==> src/design/dlle_pkg.sv <==
// Shared types and constants of the doubly linked list engine.
package dlle_pkg;

    // Default pool geometry.
    localparam int DLLE_POOL_ENTRIES = 16;
    localparam int DLLE_DATA_WIDTH   = 32;

    // Fixed widths of the transfer fields.
    localparam int OP_W     = 4;
    localparam int VALUE_W  = 32;
    localparam int POS_W    = 4;
    localparam int HANDLE_W = 4;
    localparam int COUNT_W  = 4;

    // Result status codes.
    typedef enum logic [2:0] {
        STAT_OK         = 3'd0,
        STAT_POOL_FULL  = 3'd1,
        STAT_LIST_EMPTY = 3'd2,
        STAT_NOT_FOUND  = 3'd3,
        STAT_BAD_HANDLE = 3'd4
    } t_status;

    // Source of the working node index latched when an operation is taken.
    typedef enum logic [1:0] {
        TGT_SENTINEL,
        TGT_FRONT,
        TGT_BACK,
        TGT_POS
    } t_tgt_sel;

    // Source of the handle reported in the result.
    typedef enum logic [1:0] {
        HSEL_NONE,
        HSEL_FREE_HEAD,
        HSEL_TARGET
    } t_hsel;

    // Commands from the controller to the datapath.
    typedef struct packed {
        logic     accept;      // latch value and working node
        t_tgt_sel tgt_sel;
        logic     rd_fh;       // next-link read at the free head instead of the node
        logic     ins_node;    // allocate and fill the new node
        logic     ins_link;    // splice the new node between its neighbors
        logic     era_unlink;  // bridge the neighbors of the working node
        logic     era_free;    // push the working node onto the free list
        logic     find_step;   // advance the walk to the next node
        logic     clear;       // return the pool to its reset arrangement
        logic     res_load;    // capture status and handle of the result
        t_status  res_status;
        t_hsel    res_hsel;
        logic     res_rm;      // report the data read from the working node
        logic     out_load;    // move the result into the output register
    } t_cmd;

    // Status from the datapath to the controller.
    typedef struct packed {
        logic in_pos_zero;
        logic in_pos_oob;
        logic list_empty;
        logic fh_zero;
        logic tgt_zero;
        logic live_ok;
        logic hit;
    } t_stat;

endpackage

==> src/design/dlle_ctrl.sv <==
// Operation sequencer of the doubly linked list engine.
module dlle_ctrl
    import dlle_pkg::*;
(
    input  logic            i_clk,
    input  logic            i_rst_n,
    input  logic            i_in_valid,
    output logic            o_in_ready,
    input  logic [OP_W-1:0] i_operation,
    output logic            o_out_valid,
    input  logic            i_out_ready,
    input  t_stat           i_stat,
    output t_cmd            o_cmd
);

    typedef enum logic [OP_W-1:0] {
        OP_PUSH_BACK     = 4'd0,
        OP_PUSH_FRONT    = 4'd1,
        OP_POP_BACK      = 4'd2,
        OP_POP_FRONT     = 4'd3,
        OP_INSERT_BEFORE = 4'd4,
        OP_ERASE         = 4'd5,
        OP_FIND          = 4'd6,
        OP_QUERY         = 4'd7,
        OP_CLEAR         = 4'd8
    } t_op;

    typedef enum logic [3:0] {
        ST_IDLE,
        ST_INS_RD,
        ST_INS_WR,
        ST_INS_LINK,
        ST_ERA_RD,
        ST_ERA_UNLINK,
        ST_ERA_FREE,
        ST_FIND_RD,
        ST_FIND_CMP,
        ST_DONE
    } t_state;

    t_state r_state, n_state;
    logic   r_out_valid, n_out_valid;
    t_cmd   cmd;

    assign o_in_ready  = (r_state == ST_IDLE);
    assign o_out_valid = r_out_valid;
    assign o_cmd       = cmd;

    // Next state and command decode.
    always_comb begin
        n_state = r_state;
        cmd     = '0;
        case (r_state)
            ST_IDLE: begin
                if (i_in_valid) begin
                    cmd.accept = 1'b1;
                    case (i_operation)
                        OP_PUSH_BACK: begin
                            cmd.tgt_sel = TGT_SENTINEL;
                            n_state     = ST_INS_RD;
                        end
                        OP_PUSH_FRONT: begin
                            cmd.tgt_sel = TGT_FRONT;
                            n_state     = ST_INS_RD;
                        end
                        OP_INSERT_BEFORE: begin
                            cmd.tgt_sel = TGT_POS;
                            if (i_stat.in_pos_oob) begin
                                cmd.res_load   = 1'b1;
                                cmd.res_status = STAT_BAD_HANDLE;
                                n_state        = ST_DONE;
                            end else begin
                                n_state = ST_INS_RD;
                            end
                        end
                        OP_POP_BACK, OP_POP_FRONT: begin
                            cmd.tgt_sel = (i_operation == OP_POP_BACK) ? TGT_BACK : TGT_FRONT;
                            if (i_stat.list_empty) begin
                                cmd.res_load   = 1'b1;
                                cmd.res_status = STAT_LIST_EMPTY;
                                n_state        = ST_DONE;
                            end else begin
                                n_state = ST_ERA_RD;
                            end
                        end
                        OP_ERASE: begin
                            cmd.tgt_sel = TGT_POS;
                            if (i_stat.in_pos_zero || i_stat.in_pos_oob) begin
                                cmd.res_load   = 1'b1;
                                cmd.res_status = STAT_BAD_HANDLE;
                                n_state        = ST_DONE;
                            end else begin
                                n_state = ST_ERA_RD;
                            end
                        end
                        OP_FIND: begin
                            cmd.tgt_sel = TGT_FRONT;
                            n_state     = ST_FIND_RD;
                        end
                        OP_CLEAR: begin
                            cmd.clear      = 1'b1;
                            cmd.res_load   = 1'b1;
                            cmd.res_status = STAT_OK;
                            n_state        = ST_DONE;
                        end
                        default: begin
                            // Query and unused codes only report the count.
                            cmd.res_load   = 1'b1;
                            cmd.res_status = STAT_OK;
                            n_state        = ST_DONE;
                        end
                    endcase
                end
            end
            ST_INS_RD: begin
                cmd.rd_fh = 1'b1;
                n_state   = ST_INS_WR;
            end
            ST_INS_WR: begin
                cmd.res_load = 1'b1;
                // The handle is checked before the pool is checked for space.
                if (!i_stat.tgt_zero && !i_stat.live_ok) begin
                    cmd.res_status = STAT_BAD_HANDLE;
                    n_state        = ST_DONE;
                end else if (i_stat.fh_zero) begin
                    cmd.res_status = STAT_POOL_FULL;
                    n_state        = ST_DONE;
                end else begin
                    cmd.ins_node   = 1'b1;
                    cmd.res_status = STAT_OK;
                    cmd.res_hsel   = HSEL_FREE_HEAD;
                    n_state        = ST_INS_LINK;
                end
            end
            ST_INS_LINK: begin
                cmd.ins_link = 1'b1;
                n_state      = ST_DONE;
            end
            ST_ERA_RD: begin
                n_state = ST_ERA_UNLINK;
            end
            ST_ERA_UNLINK: begin
                cmd.res_load = 1'b1;
                if (!i_stat.live_ok) begin
                    cmd.res_status = STAT_BAD_HANDLE;
                    n_state        = ST_DONE;
                end else begin
                    cmd.era_unlink = 1'b1;
                    cmd.res_status = STAT_OK;
                    cmd.res_hsel   = HSEL_TARGET;
                    cmd.res_rm     = 1'b1;
                    n_state        = ST_ERA_FREE;
                end
            end
            ST_ERA_FREE: begin
                cmd.era_free = 1'b1;
                n_state      = ST_DONE;
            end
            ST_FIND_RD: begin
                if (i_stat.tgt_zero) begin
                    cmd.res_load   = 1'b1;
                    cmd.res_status = STAT_NOT_FOUND;
                    n_state        = ST_DONE;
                end else begin
                    n_state = ST_FIND_CMP;
                end
            end
            ST_FIND_CMP: begin
                if (i_stat.hit) begin
                    cmd.res_load   = 1'b1;
                    cmd.res_status = STAT_OK;
                    cmd.res_hsel   = HSEL_TARGET;
                    n_state        = ST_DONE;
                end else begin
                    cmd.find_step = 1'b1;
                    n_state       = ST_FIND_RD;
                end
            end
            ST_DONE: begin
                // Wait for the output register to be free.
                if (!r_out_valid || i_out_ready) begin
                    cmd.out_load = 1'b1;
                    n_state      = ST_IDLE;
                end
            end
            default: begin
                n_state = ST_IDLE;
            end
        endcase
    end

    // Output valid follows loads and completed transfers.
    always_comb begin
        if (cmd.out_load) begin
            n_out_valid = 1'b1;
        end else if (i_out_ready) begin
            n_out_valid = 1'b0;
        end else begin
            n_out_valid = r_out_valid;
        end
    end

    // State and registered outputs.
    always_ff @(posedge i_clk) begin
        if (!i_rst_n) begin
            r_state     <= ST_IDLE;
            r_out_valid <= 1'b0;
        end else begin
            r_state     <= n_state;
            r_out_valid <= n_out_valid;
        end
    end

endmodule

==> src/design/dlle_dpath.sv <==
// Node pool memories, list registers and result registers of the engine.
module dlle_dpath
    import dlle_pkg::*;
#(
    parameter int POOL_ENTRIES = DLLE_POOL_ENTRIES,
    parameter int DATA_WIDTH   = DLLE_DATA_WIDTH
)
(
    input  logic                       i_clk,
    input  logic                       i_rst_n,
    input  t_cmd                       i_cmd,
    output t_stat                      o_stat,
    input  logic signed [VALUE_W-1:0]  i_value,
    input  logic [POS_W-1:0]           i_position,
    output logic [2:0]                 o_status,
    output logic [HANDLE_W-1:0]        o_handle,
    output logic signed [VALUE_W-1:0]  o_removed_value,
    output logic [COUNT_W-1:0]         o_count,
    output logic                       o_is_empty
);

    localparam int IW = $clog2(POOL_ENTRIES);
    localparam logic [IW:0] POOL_END = (IW + 1)'(POOL_ENTRIES);

    typedef logic [IW-1:0] t_idx;

    // List registers: the sentinel links live here, not in the memories.
    t_idx          r_front, r_back, r_fh, r_count;
    logic [IW:0]   r_wmark;   // entries at and above it were never allocated

    // Working registers of the current operation.
    t_idx                  r_tgt, r_new, r_before;
    logic [DATA_WIDTH-1:0] r_val;

    // Result staging and output registers.
    t_status               r_res_status;
    t_idx                  r_res_handle;
    logic [VALUE_W-1:0]    r_res_removed;
    t_status               r_out_status;
    logic [HANDLE_W-1:0]   r_out_handle;
    logic [VALUE_W-1:0]    r_out_removed;
    logic [COUNT_W-1:0]    r_out_count;
    logic                  r_out_empty;

    // Pool memories and their registered read data.
    t_idx                  r_next_mem [POOL_ENTRIES];
    t_idx                  r_prev_mem [POOL_ENTRIES];
    logic [DATA_WIDTH-1:0] r_data_mem [POOL_ENTRIES];
    logic                  r_live_mem [POOL_ENTRIES];
    t_idx                  r_next_q, r_prev_q;
    logic [DATA_WIDTH-1:0] r_data_q;
    logic                  r_live_q;

    logic [DATA_WIDTH-1:0] in_val_dw;
    logic [VALUE_W-1:0]    data_q_wide;
    logic [IW+POS_W-1:0]   pos_ext;
    t_idx                  in_pos_idx, tgt_mux, ins_prev, fh_next, res_handle;
    logic [IW:0]           fh_ext, fh_inc;
    logic                  fh_untouched;
    logic [IW+HANDLE_W-1:0] handle_ext;
    logic [IW+COUNT_W-1:0]  count_ext;

    logic                  next_we, prev_we, data_we, live_we, live_wd;
    t_idx                  next_wa, next_wd, prev_wa, prev_wd, next_ra;

    // Value to storage width and stored data back to the result width.
    if (DATA_WIDTH > VALUE_W) begin : g_wide
        assign in_val_dw   = {{(DATA_WIDTH - VALUE_W){1'b0}}, i_value};
        assign data_q_wide = r_data_q[VALUE_W-1:0];
    end else if (DATA_WIDTH == VALUE_W) begin : g_equal
        assign in_val_dw   = i_value;
        assign data_q_wide = r_data_q;
    end else begin : g_narrow
        assign in_val_dw   = i_value[DATA_WIDTH-1:0];
        assign data_q_wide = {{(VALUE_W - DATA_WIDTH){r_data_q[DATA_WIDTH-1]}}, r_data_q};
    end

    // Position handle as a pool index, with its range check.
    assign pos_ext    = {{IW{1'b0}}, i_position};
    assign in_pos_idx = pos_ext[IW-1:0];

    always_comb begin
        case (i_cmd.tgt_sel)
            TGT_SENTINEL: tgt_mux = '0;
            TGT_FRONT:    tgt_mux = r_front;
            TGT_BACK:     tgt_mux = r_back;
            TGT_POS:      tgt_mux = in_pos_idx;
            default:      tgt_mux = '0;
        endcase
    end

    // Status toward the controller.
    assign o_stat.in_pos_zero = (i_position == '0);
    assign o_stat.in_pos_oob  = (pos_ext >= (IW + POS_W)'(POOL_ENTRIES));
    assign o_stat.list_empty  = (r_count == '0) || (r_front == '0);
    assign o_stat.fh_zero     = (r_fh == '0);
    assign o_stat.tgt_zero    = (r_tgt == '0);
    assign o_stat.live_ok     = r_live_q && ({1'b0, r_tgt} < r_wmark);
    assign o_stat.hit         = (r_data_q == r_val);

    // Allocation: a never-used free head chains to the next index in order.
    assign fh_ext       = {1'b0, r_fh};
    assign fh_untouched = (fh_ext == r_wmark);
    assign fh_inc       = fh_ext + 1'b1;
    assign fh_next      = fh_untouched ? ((fh_inc == POOL_END) ? '0 : fh_inc[IW-1:0])
                                       : r_next_q;
    assign ins_prev     = (r_tgt == '0) ? r_back : r_prev_q;

    // Next-link memory write port.
    always_comb begin
        next_we = 1'b0;
        next_wa = r_tgt;
        next_wd = r_tgt;
        if (i_cmd.ins_node) begin
            next_we = 1'b1;
            next_wa = r_fh;
            next_wd = r_tgt;
        end else if (i_cmd.ins_link && (r_before != '0)) begin
            next_we = 1'b1;
            next_wa = r_before;
            next_wd = r_new;
        end else if (i_cmd.era_unlink && (r_prev_q != '0)) begin
            next_we = 1'b1;
            next_wa = r_prev_q;
            next_wd = r_next_q;
        end else if (i_cmd.era_free) begin
            next_we = 1'b1;
            next_wa = r_tgt;
            next_wd = r_fh;
        end
    end

    // Prev-link memory write port.
    always_comb begin
        prev_we = 1'b0;
        prev_wa = r_tgt;
        prev_wd = r_new;
        if (i_cmd.ins_node) begin
            prev_we = 1'b1;
            prev_wa = r_fh;
            prev_wd = ins_prev;
        end else if (i_cmd.ins_link && (r_tgt != '0)) begin
            prev_we = 1'b1;
            prev_wa = r_tgt;
            prev_wd = r_new;
        end else if (i_cmd.era_unlink && (r_next_q != '0)) begin
            prev_we = 1'b1;
            prev_wa = r_next_q;
            prev_wd = r_prev_q;
        end
    end

    // Data and live memory write ports, and the next-link read address.
    assign data_we = i_cmd.ins_node;
    assign live_we = i_cmd.ins_node || i_cmd.era_unlink;
    assign live_wd = i_cmd.ins_node;
    assign next_ra = i_cmd.rd_fh ? r_fh : r_tgt;

    // Pool memories with registered reads.
    always_ff @(posedge i_clk) begin
        if (next_we) begin
            r_next_mem[next_wa] <= next_wd;
        end
        r_next_q <= r_next_mem[next_ra];
    end

    always_ff @(posedge i_clk) begin
        if (prev_we) begin
            r_prev_mem[prev_wa] <= prev_wd;
        end
        r_prev_q <= r_prev_mem[r_tgt];
    end

    always_ff @(posedge i_clk) begin
        if (data_we) begin
            r_data_mem[r_fh] <= r_val;
        end
        r_data_q <= r_data_mem[r_tgt];
    end

    always_ff @(posedge i_clk) begin
        if (live_we) begin
            r_live_mem[i_cmd.ins_node ? r_fh : r_tgt] <= live_wd;
        end
        r_live_q <= r_live_mem[r_tgt];
    end

    // Sentinel links, free head, allocation mark and node count.
    always_ff @(posedge i_clk) begin
        if (!i_rst_n) begin
            r_front <= '0;
            r_back  <= '0;
            r_fh    <= IW'(1);
            r_wmark <= (IW + 1)'(1);
            r_count <= '0;
        end else if (i_cmd.clear) begin
            r_front <= '0;
            r_back  <= '0;
            r_fh    <= IW'(1);
            r_wmark <= (IW + 1)'(1);
            r_count <= '0;
        end else begin
            if (i_cmd.ins_node) begin
                r_fh    <= fh_next;
                r_count <= r_count + 1'b1;
                if (fh_untouched) begin
                    r_wmark <= fh_inc;
                end
            end
            if (i_cmd.ins_link) begin
                if (r_tgt == '0) begin
                    r_back <= r_new;
                end
                if (r_before == '0) begin
                    r_front <= r_new;
                end
            end
            if (i_cmd.era_unlink) begin
                if (r_prev_q == '0) begin
                    r_front <= r_next_q;
                end
                if (r_next_q == '0) begin
                    r_back <= r_prev_q;
                end
                if (r_count != '0) begin
                    r_count <= r_count - 1'b1;
                end
            end
            if (i_cmd.era_free) begin
                r_fh <= r_tgt;
            end
        end
    end

    // Result handle selection.
    always_comb begin
        case (i_cmd.res_hsel)
            HSEL_NONE:      res_handle = '0;
            HSEL_FREE_HEAD: res_handle = r_fh;
            HSEL_TARGET:    res_handle = r_tgt;
            default:        res_handle = '0;
        endcase
    end

    // Working registers and result staging.
    always_ff @(posedge i_clk) begin
        if (i_cmd.accept) begin
            r_tgt <= tgt_mux;
            r_val <= in_val_dw;
        end else if (i_cmd.find_step) begin
            r_tgt <= r_next_q;
        end
        if (i_cmd.ins_node) begin
            r_new    <= r_fh;
            r_before <= ins_prev;
        end
        if (i_cmd.res_load) begin
            r_res_status  <= i_cmd.res_status;
            r_res_handle  <= res_handle;
            r_res_removed <= i_cmd.res_rm ? data_q_wide : '0;
        end
    end

    // Output register.
    assign handle_ext = {{HANDLE_W{1'b0}}, r_res_handle};
    assign count_ext  = {{COUNT_W{1'b0}}, r_count};

    always_ff @(posedge i_clk) begin
        if (i_cmd.out_load) begin
            r_out_status  <= r_res_status;
            r_out_handle  <= handle_ext[HANDLE_W-1:0];
            r_out_removed <= r_res_removed;
            r_out_count   <= count_ext[COUNT_W-1:0];
            r_out_empty   <= (r_count == '0);
        end
    end

    assign o_status        = r_out_status;
    assign o_handle        = r_out_handle;
    assign o_removed_value = r_out_removed;
    assign o_count         = r_out_count;
    assign o_is_empty      = r_out_empty;

endmodule

==> src/design/doubly_linked_list_engine.sv <==
// Top level of the doubly linked list engine: sequencer plus pool datapath.
//
//   channel  dir  payload                                        transfer when
//   in       in   i_operation, i_value, i_position               i_in_valid & o_in_ready
//   out      out  o_status, o_handle, o_removed_value, o_count,  o_out_valid & i_out_ready
//                 o_is_empty
//
// Query, clear, unused codes, an empty pop, an erase at the sentinel and a handle
// out of range go from the transfer in straight to the result; push, insert, pop
// and erase pass through transfer in, read, update, relink, result load, and a full
// pool or a handle that is not live skips the relink. Find reads and compares one node after another from the front.
// Reset is synchronous and active low and needs no clearing pass over the pool;
// a stalled output holds the next item at its final step until the register is free.
module doubly_linked_list_engine
    import dlle_pkg::*;
#(
    parameter int POOL_ENTRIES = DLLE_POOL_ENTRIES,
    parameter int DATA_WIDTH   = DLLE_DATA_WIDTH
)
(
    input  logic                       i_clk,
    input  logic                       i_rst_n,
    input  logic                       i_in_valid,
    output logic                       o_in_ready,
    input  logic [OP_W-1:0]            i_operation,
    input  logic signed [VALUE_W-1:0]  i_value,
    input  logic [POS_W-1:0]           i_position,
    output logic                       o_out_valid,
    input  logic                       i_out_ready,
    output logic [2:0]                 o_status,
    output logic [HANDLE_W-1:0]        o_handle,
    output logic signed [VALUE_W-1:0]  o_removed_value,
    output logic [COUNT_W-1:0]         o_count,
    output logic                       o_is_empty
);

    t_cmd  cmd;
    t_stat stat;

    // Operation sequencer.
    dlle_ctrl u_ctrl (
        .i_clk       (i_clk),
        .i_rst_n     (i_rst_n),
        .i_in_valid  (i_in_valid),
        .o_in_ready  (o_in_ready),
        .i_operation (i_operation),
        .o_out_valid (o_out_valid),
        .i_out_ready (i_out_ready),
        .i_stat      (stat),
        .o_cmd       (cmd)
    );

    // Pool memories and list registers.
    dlle_dpath #(
        .POOL_ENTRIES (POOL_ENTRIES),
        .DATA_WIDTH   (DATA_WIDTH)
    ) u_dpath (
        .i_clk           (i_clk),
        .i_rst_n         (i_rst_n),
        .i_cmd           (cmd),
        .o_stat          (stat),
        .i_value         (i_value),
        .i_position      (i_position),
        .o_status        (o_status),
        .o_handle        (o_handle),
        .o_removed_value (o_removed_value),
        .o_count         (o_count),
        .o_is_empty      (o_is_empty)
    );

endmodule

==> config.mk <==
export PLATFORM = sky130hd
export DESIGN_NAME = doubly_linked_list_engine
export DESIGN_NICKNAME = d
export VERILOG_FILES = /design/src/design/dlle_pkg.sv /design/src/design/dlle_ctrl.sv /design/src/design/dlle_dpath.sv /design/src/design/doubly_linked_list_engine.sv
export SDC_FILE = /design/constraint.sdc
export NUM_CORES = 1
export LEC_CHECK = 0
export BUFFER_PORTS_ARGS = -buffer_cell sky130_fd_sc_hd__buf_2
export CORE_MARGIN = 10
export CORE_UTILIZATION = 30
export CTS_CLUSTER_DIAMETER = 30
export CTS_CLUSTER_SIZE = 8
export DETAILED_ROUTE_END_ITERATION = 12
export SYNTH_ARGS = -nofsm -noshare
export SYNTH_HDL_FRONTEND = slang
export SYNTH_SLANG_ARGS = --single-unit
==> constraint.sdc <==
create_clock -name i_clk -period 5.4 [get_ports i_clk]
set_clock_uncertainty 0.05 [all_clocks]
set_input_delay 1.08 -clock i_clk [delete_from_list [all_inputs] [get_ports i_clk]]
set_output_delay 1.08 -clock i_clk [all_outputs]
set_load 0.05 [all_outputs]
; Word level (Yosys, flattened, before mapping)
; Memories as Yosys holds them, arrays and structs flattened. A register that Yosys moved wholly into a read port is not among the register bits.
; Index checks and enable logic that the tools add are counted.
[word_totals]
latch_bits = 0
n_memories = 4
reg_bits = 153
elab_cells = 194
mem_bits_ro = 0
mem_bits_rw = 656
out_inout_bits = 46
[memory_table]
columns = memory, depth, word_bits, read_ports, rd_clocked_by_memory_dff, wr, line
row1 = u_dpath.r_data_mem, 16, 32, 1, 1, 1, dlle_dpath.sv:48  ; logic [DATA_WIDTH-1:0] r_data_mem [POOL_ENTRIES];
row2 = u_dpath.r_next_mem, 16, 4, 1, 1, 1, dlle_dpath.sv:46  ; t_idx r_next_mem [POOL_ENTRIES];
row3 = u_dpath.r_prev_mem, 16, 4, 1, 1, 1, dlle_dpath.sv:47  ; t_idx r_prev_mem [POOL_ENTRIES];
row4 = u_dpath.r_live_mem, 16, 1, 1, 1, 1, dlle_dpath.sv:49  ; logic r_live_mem [POOL_ENTRIES];
[op_classes]
n_div = 0
magnitude_cmp = 2
multipliers = 0
add_sub_neg = 3
bitwise = 1
muxes = 98
n_eq_ne = 26
reduce_logical = 41
shifts = 0
[op_table]
columns = operator, n
row1 = 4-bit 2-to-1 mux, 46
row2 = 4-bit zero test, 10
row3 = 4-bit one-hot mux with 5 select lines, 2
row4 = 4-bit one-hot mux with 9 select lines, 1
row5 = 1-bit 2-to-1 mux, 35
row6 = 32-bit == test, 1
row7 = 4-bit one-hot mux with 4 select lines, 2
row8 = 4-bit by 3-bit == test with 1-bit output (second input constant), 7
row9 = 4-bit nonzero test, 5
row10 = 4-bit by 2-bit == test with 1-bit output (second input constant), 4
row11 = 3-bit 2-to-1 mux, 5
row12 = 4-bit == test (second input constant), 3
row13 = 2-bit one-hot mux with 3 select lines, 2
row14 = 2-bit OR reduction, 6
row15 = 4-bit by 1-bit == test with 1-bit output (second input constant), 2
row16 = 4-bit one-hot mux with 2 select lines, 1
row17 = 2-bit == test (second input constant), 3
row18 = 1-bit logical AND, 6
row19 = 6-bit 2-to-1 mux, 1
row20 = 2-bit nonzero test, 3
row21 = 4-bit by 1-bit adder with 5-bit output (second input constant), 1
row22 = 4-bit by 5-bit == test with 1-bit output, 1
row23 = 5-bit == test (second input constant), 1
row24 = 4-bit by 5-bit >= comparator with 1-bit output (second input constant), 1
row25 = 14 further kinds, 22

; Depth between registers and ports, before layout
[logic_depth]
depth_word = 10
mapped_depth = 12
depth_no_buf = 10

; Modules after synthesis
; Synthesis repeated with hierarchy kept, for this count alone.
[hier_totals]
cells_unflattened = 1764
area_unflattened_um2 = 33761.1
[modules_own_cells]
columns = module, cells_per_inst, seq_area_each_um2, area_each_um2, n_inst
row1 = dlle_dpath, 1665, 24753.7, 33046.7, 1
row2 = dlle_ctrl, 99, 100.1, 714.4, 1

; Worst setup path after synthesis
; OpenSTA, ideal clock, no wires.
[synth_timing]
path_type = flip-flop to flip-flop
start = reg u_ctrl.r_state[0]
end = reg u_dpath.r_res_handle[0] (enable)
synth_period_minus_slack_ns = 5.161
required_ns = 4.900
n_path_buf = 2
setup_time_ns = 0.450
arrival_ns = 4.661
path_slack_ns = 0.239
stages_incl_launch_ff = 6
path_cell_list = dfxtp_1 > buf_2 > clkbuf_1 > nor4_1 > nand2_1 > o2111ai_1
[synth_rtl]
columns = element, line
row1 = start: declaration, dlle_ctrl.sv:41  ; t_state r_state, n_state;
row2 = start signal: assignment, dlle_ctrl.sv:209  ; r_state <= n_state;
row3 = end signal: assignment, dlle_dpath.sv:259  ; r_res_handle <= res_handle;
row4 = end: declaration, dlle_dpath.sv:37  ; t_idx r_res_handle;

; Final worst setup path
[layout_timing]
start = reg u_dpath.r_tgt[3]
end = mem u_dpath.r_next_mem[7][3] (netlist bit) (enable)
[layout_via]
elab_chain_cells = 10
word_cells_on_any_way = 19
cone_classes = 1 x order compare / 12 x mux / 6 x reduce/logical
[layout_lines]
columns = element, line
row1 = start: declaration, dlle_dpath.sv:32  ; t_idx r_tgt, r_new, r_before;
row2 = start signal: assignment, dlle_dpath.sv:248  ; r_tgt <= tgt_mux;
row3 = start signal: assignment, dlle_dpath.sv:251  ; r_tgt <= r_next_q;
row4 = 4-bit by 5-bit less-than comparator with 1-bit output, dlle_dpath.sv:98  ; assign o_stat.live_ok = r_live_q && ({1'b0, r_tgt} < r_wmark);
row5 = 1-bit logical AND, dlle_dpath.sv:98
row6 = 1-bit 2-to-1 mux, dlle_ctrl.sv:144  ; if (!i_stat.live_ok) begin
row7 = 1-bit 2-to-1 mux, dlle_ctrl.sv:53  ; case (r_state)
row8 = 1-bit logical AND, dlle_dpath.sv:122  ; end else if (i_cmd.era_unlink && (r_prev_q != '0)) begin
row9 = 1-bit 2-to-1 mux, dlle_dpath.sv:122
row10 = 1-bit 2-to-1 mux, dlle_dpath.sv:118  ; end else if (i_cmd.ins_link && (r_before != '0)) begin
row11 = 1-bit 2-to-1 mux, dlle_dpath.sv:114  ; if (i_cmd.ins_node) begin
row12 = 1-bit 2-to-1 mux, dlle_dpath.sv:161  ; if (next_we) begin
row13 = 1-bit 2-to-1 mux (implied by the code), dlle_dpath.sv:162  ; r_next_mem[next_wa] <= next_wd;
row14 = end: declaration, dlle_dpath.sv:46
; Parallel ways exist; a longest one is shown, timed or not.

==> results by group <==
Outcome
  • Status: complete, no violations

Timing
  • Final Hold Viols: 0
  • Fin Setup TNS: 0 ps
  • RSZ-0062 raised after global routing: false
  • Relative slew slack: between 10% and 20%
  • Tcrit/Tclk final: between 80% and 90%
  • Max Slew Vio Count: 0
  • Max Clock Freq: around 220 MHz
  • Slew @ Worst Pin: about 1300 ps
  • Min Tclk post-route: 4480 ps
  • Setup-failing EPs final: 0

Worst setup path
  • Reg2reg path depth: 9
  • Slowest cell on the critical path: nor4_1
  • CP Capture Type: flip-flop
  • R2R Setup Slk: 920 ps
  • Worst EP arrival: 4760 ps
  • Crit-path cells: buf_4 > ha_1 > nand2b_1 > nor2_2 > a221oi_4 > nand2_2 > clkinv_2 > a22oi_1 > nor4_1
  • Critical Path Source: u_dpath.r_tgt[3]
  • Slowest stage delay, CP: a little over 900 ps
  • Critical path required time: 5680 ps
  • R2R Path Start: u_dpath.r_tgt[3]
  • Critical path class: reg -> reg
  • RR Endpoint: u_dpath.r_next_mem[7][3]
  • Max FO, Critical Path: 37
  • Startpoint types: flip-flop
  • CP Capture Point: u_dpath.r_next_mem[7][3]

GRT
  • Largest net degree at the start of global routing: 122
  • GRT Util Overall: 12.4%
  • Grt total ovfl: 0
  • Initial antenna violation count: 6
  • First-pass GRT wire length: roughly 120000 µm
  • Vias in the first global route: 18.0k

Synth
  • Seq/Total Area, Yosys: 74.9%
  • Post-synthesis adder-cell area fraction: 0.453%
  • FF+latch count, synth: 850
  • Synthesized area: 0.0332 mm²
  • Cell variety after synth: 79
  • XOR/XNOR share of the synthesized area: 1.00%
  • Main combinational cell family by area after synthesis: multiplexers
  • Multiplexer share of the synthesized area: 14.4%
  • Area share of and/or/nand/nor cells after synthesis: 4.75%
  • Mapped Cells: 1678
  • Yosys top cell area share: between 70 and 80%
  • Yosys top cell by area: edfxtp_1
  • Compound-Gate Fraction of Synth Area: around 3.1%
  • Number of synthesized flops with an enable pin: a little under 800
  • Synth area leaders: edfxtp_1, mux4_2, dfxtp_1
  • Syn Area/Cell: a little under 20 µm²
  • Warning count from the yosys run: 0
  • Synth Flop Type: edfxtp_1
  • Asr flop ratio synth: 0%

CTS
  • Max clock buf depth: 3
  • Post-cts repair resize count: 0
  • Clock sink count: between 800 and 900
  • Hold_buf cts: 0
  • Number of buffers created by CTS: around 150
  • Worst skew pair latency: 710 ps
  • Root Buffer: clkbuf_16
  • CTS HTree Levels: 4
  • Post-CTS setup buffers: 0
  • CTS tree: done
  • Clk pin slew, worst setup/hold paths: roughly 50 ps

Route
  • Max layer used: met4
  • Vias post-DR: approximately 17k
  • Met2 WL: approximately 36000 µm
  • Final WL: 78400 µm
  • Drt via density: a little under 5
  • Met1 WL: between 30000 and 40000 µm
  • Drt wl/cell: roughly 22 µm
  • Met3 wire length: roughly 5600 µm
  • First-pass detailed-route iteration total: 5
  • DRT antenna net count: 0
  • Initial DRC count: between 1.5k and 2k
  • Post-route DRC: 0

Place
  • Port bufs: slightly below 90
  • GPL Wtd Cong: 0.864
  • Post-detail-place hpwl: between 40000 and 50000 µm

Floorplan
  • Row count: about 120
  • Die H: about 350 µm
  • Area of the core: roughly 0.11 mm²
  • DIE AREA: 0.124 mm²
  • I/O pins: 90
  • Die W: 352 µm
  • Starting Density: a little under a third

Worst hold path
  • Hold Path Class: reg -> reg
  • Hold Crit Start: u_dpath.r_res_handle[2]

Power and ir drop
  • Pwr/cell area: between 500 and 600 mW/mm²
  • Leakage: 0.0132 µW
  • Worst IR Drop VDD: between 0.4 and 0.5 mV

Final layout
  • # nets final: between 1.5k and 2k
  • Post-layout util: between 30% and 40%
  • FF/Latch Area: 0.0249 mm²
  • Layout area overhead: 22.8%
  • Most common cell after layout, fill and taps aside: edfxtp_1
  • Share of layout cells above drive strength 1: around 29%
  • # fillers: 10.0k
  • Multi-input logic area: about 0.0081 mm²
  • Most frequent cells in the layout: edfxtp_1, mux4_2, clkbuf_16, buf_2, dfxtp_1

Run
  • Max Cap Violations: 0
## per-layer routing
metal / track usage [%] / up-vias
li1: - / 7397
met1: 17.5 / 9080
met2: 18.6 / 698
met3: 3.20 / 152
met4: 3.86 / 0
met5: 0 / -
## synth_stat cells (all sizes together) (12+ instances only)
cell type / number
a21oi: 38
ha: 12
nor2: 70
nor3: 28
nand2: 65
buf: 29
o21ai: 27
and2: 34
xor2: 36
clkbuf: 55
mux4: 201
mux2i: 23
inv: 18
edfxtp: 783
dfxtp: 67
nand3: 22
nor4: 41
## cell families after synthesis
family          after synthesis
flops                       850
simple gates                301
mux                         225
compound gates              147
buf+inv                     104
xor+xnor                     38
fa+ha+maj                    12
other cells                   1
## registers in the layout (all words and copies together), names as in the netlist, 5 cells and up
register / cells
u_dpath.r_live_mem: 16
u_dpath.r_data_mem: 512
u_dpath.o_removed_value: 32
u_dpath.r_prev_mem: 64
u_dpath.r_res_removed: 32
u_dpath.r_val: 32
u_dpath.r_next_mem: 64
u_dpath.r_wmark: 5
u_dpath.data_q_wide: 32
## cell type report
type | instances | share of cell area, %
well taps | 1476 | 4.53
diodes | 1 | 0.00614
repair buffers | 137 | 2.02
clock inverters | 56 | 2.08
multi-input cells | 755 | 20.0
clock buffers | 217 | 10.2
inverters | 20 | 0.187
flip-flops and latches | 850 | 61.0
## how the worst min path moves through the flow
stage                                   to  cells past startpoint
6_report               u_dpath.o_handle[2]                      0
5_1_grt                u_dpath.o_status[1]                      0
4_1_cts                u_dpath.o_status[1]                      0
3_5_place_dp   u_dpath.o_removed_value[14]                      0
3_3_place_gp   u_dpath.o_removed_value[25]                      0
2_1_floorplan          u_dpath.o_handle[0]                      0
## worst max-delay path, delay by kind of cell, from the launching register on
family | cells | cell delay (ps)
compound gates | 2 | 1030
simple gates | 4 | 1350
fa+ha+maj | 1 | 330
flops | 1 | 410
buf+inv | 2 | 910
## report_power, final
part	total [µW]	switching, µW	internal [µW]
sequential	8900	683	8220
combinational	4830	2720	2110
clock	9230	3130	6100
## stage by stage
stage / cells / hold WS, ps / instance area, µm² / power [µW] / setup WS (ps)
floorplan: 1709 / 350 / 33300 / 12200 / 239
global placement: 3237 / 356 / 35700 / 13800 / 1150
detailed placement: 3237 / 355 / 35700 / 13900 / 991
CTS: 3510 / 354 / 40700 / 23200 / 960
global route: 3511 / 357 / 40700 / 23900 / 722
finish: 3512 / 351 / 40700 / 23000 / 920
Power figures use the tool's default switching activity.
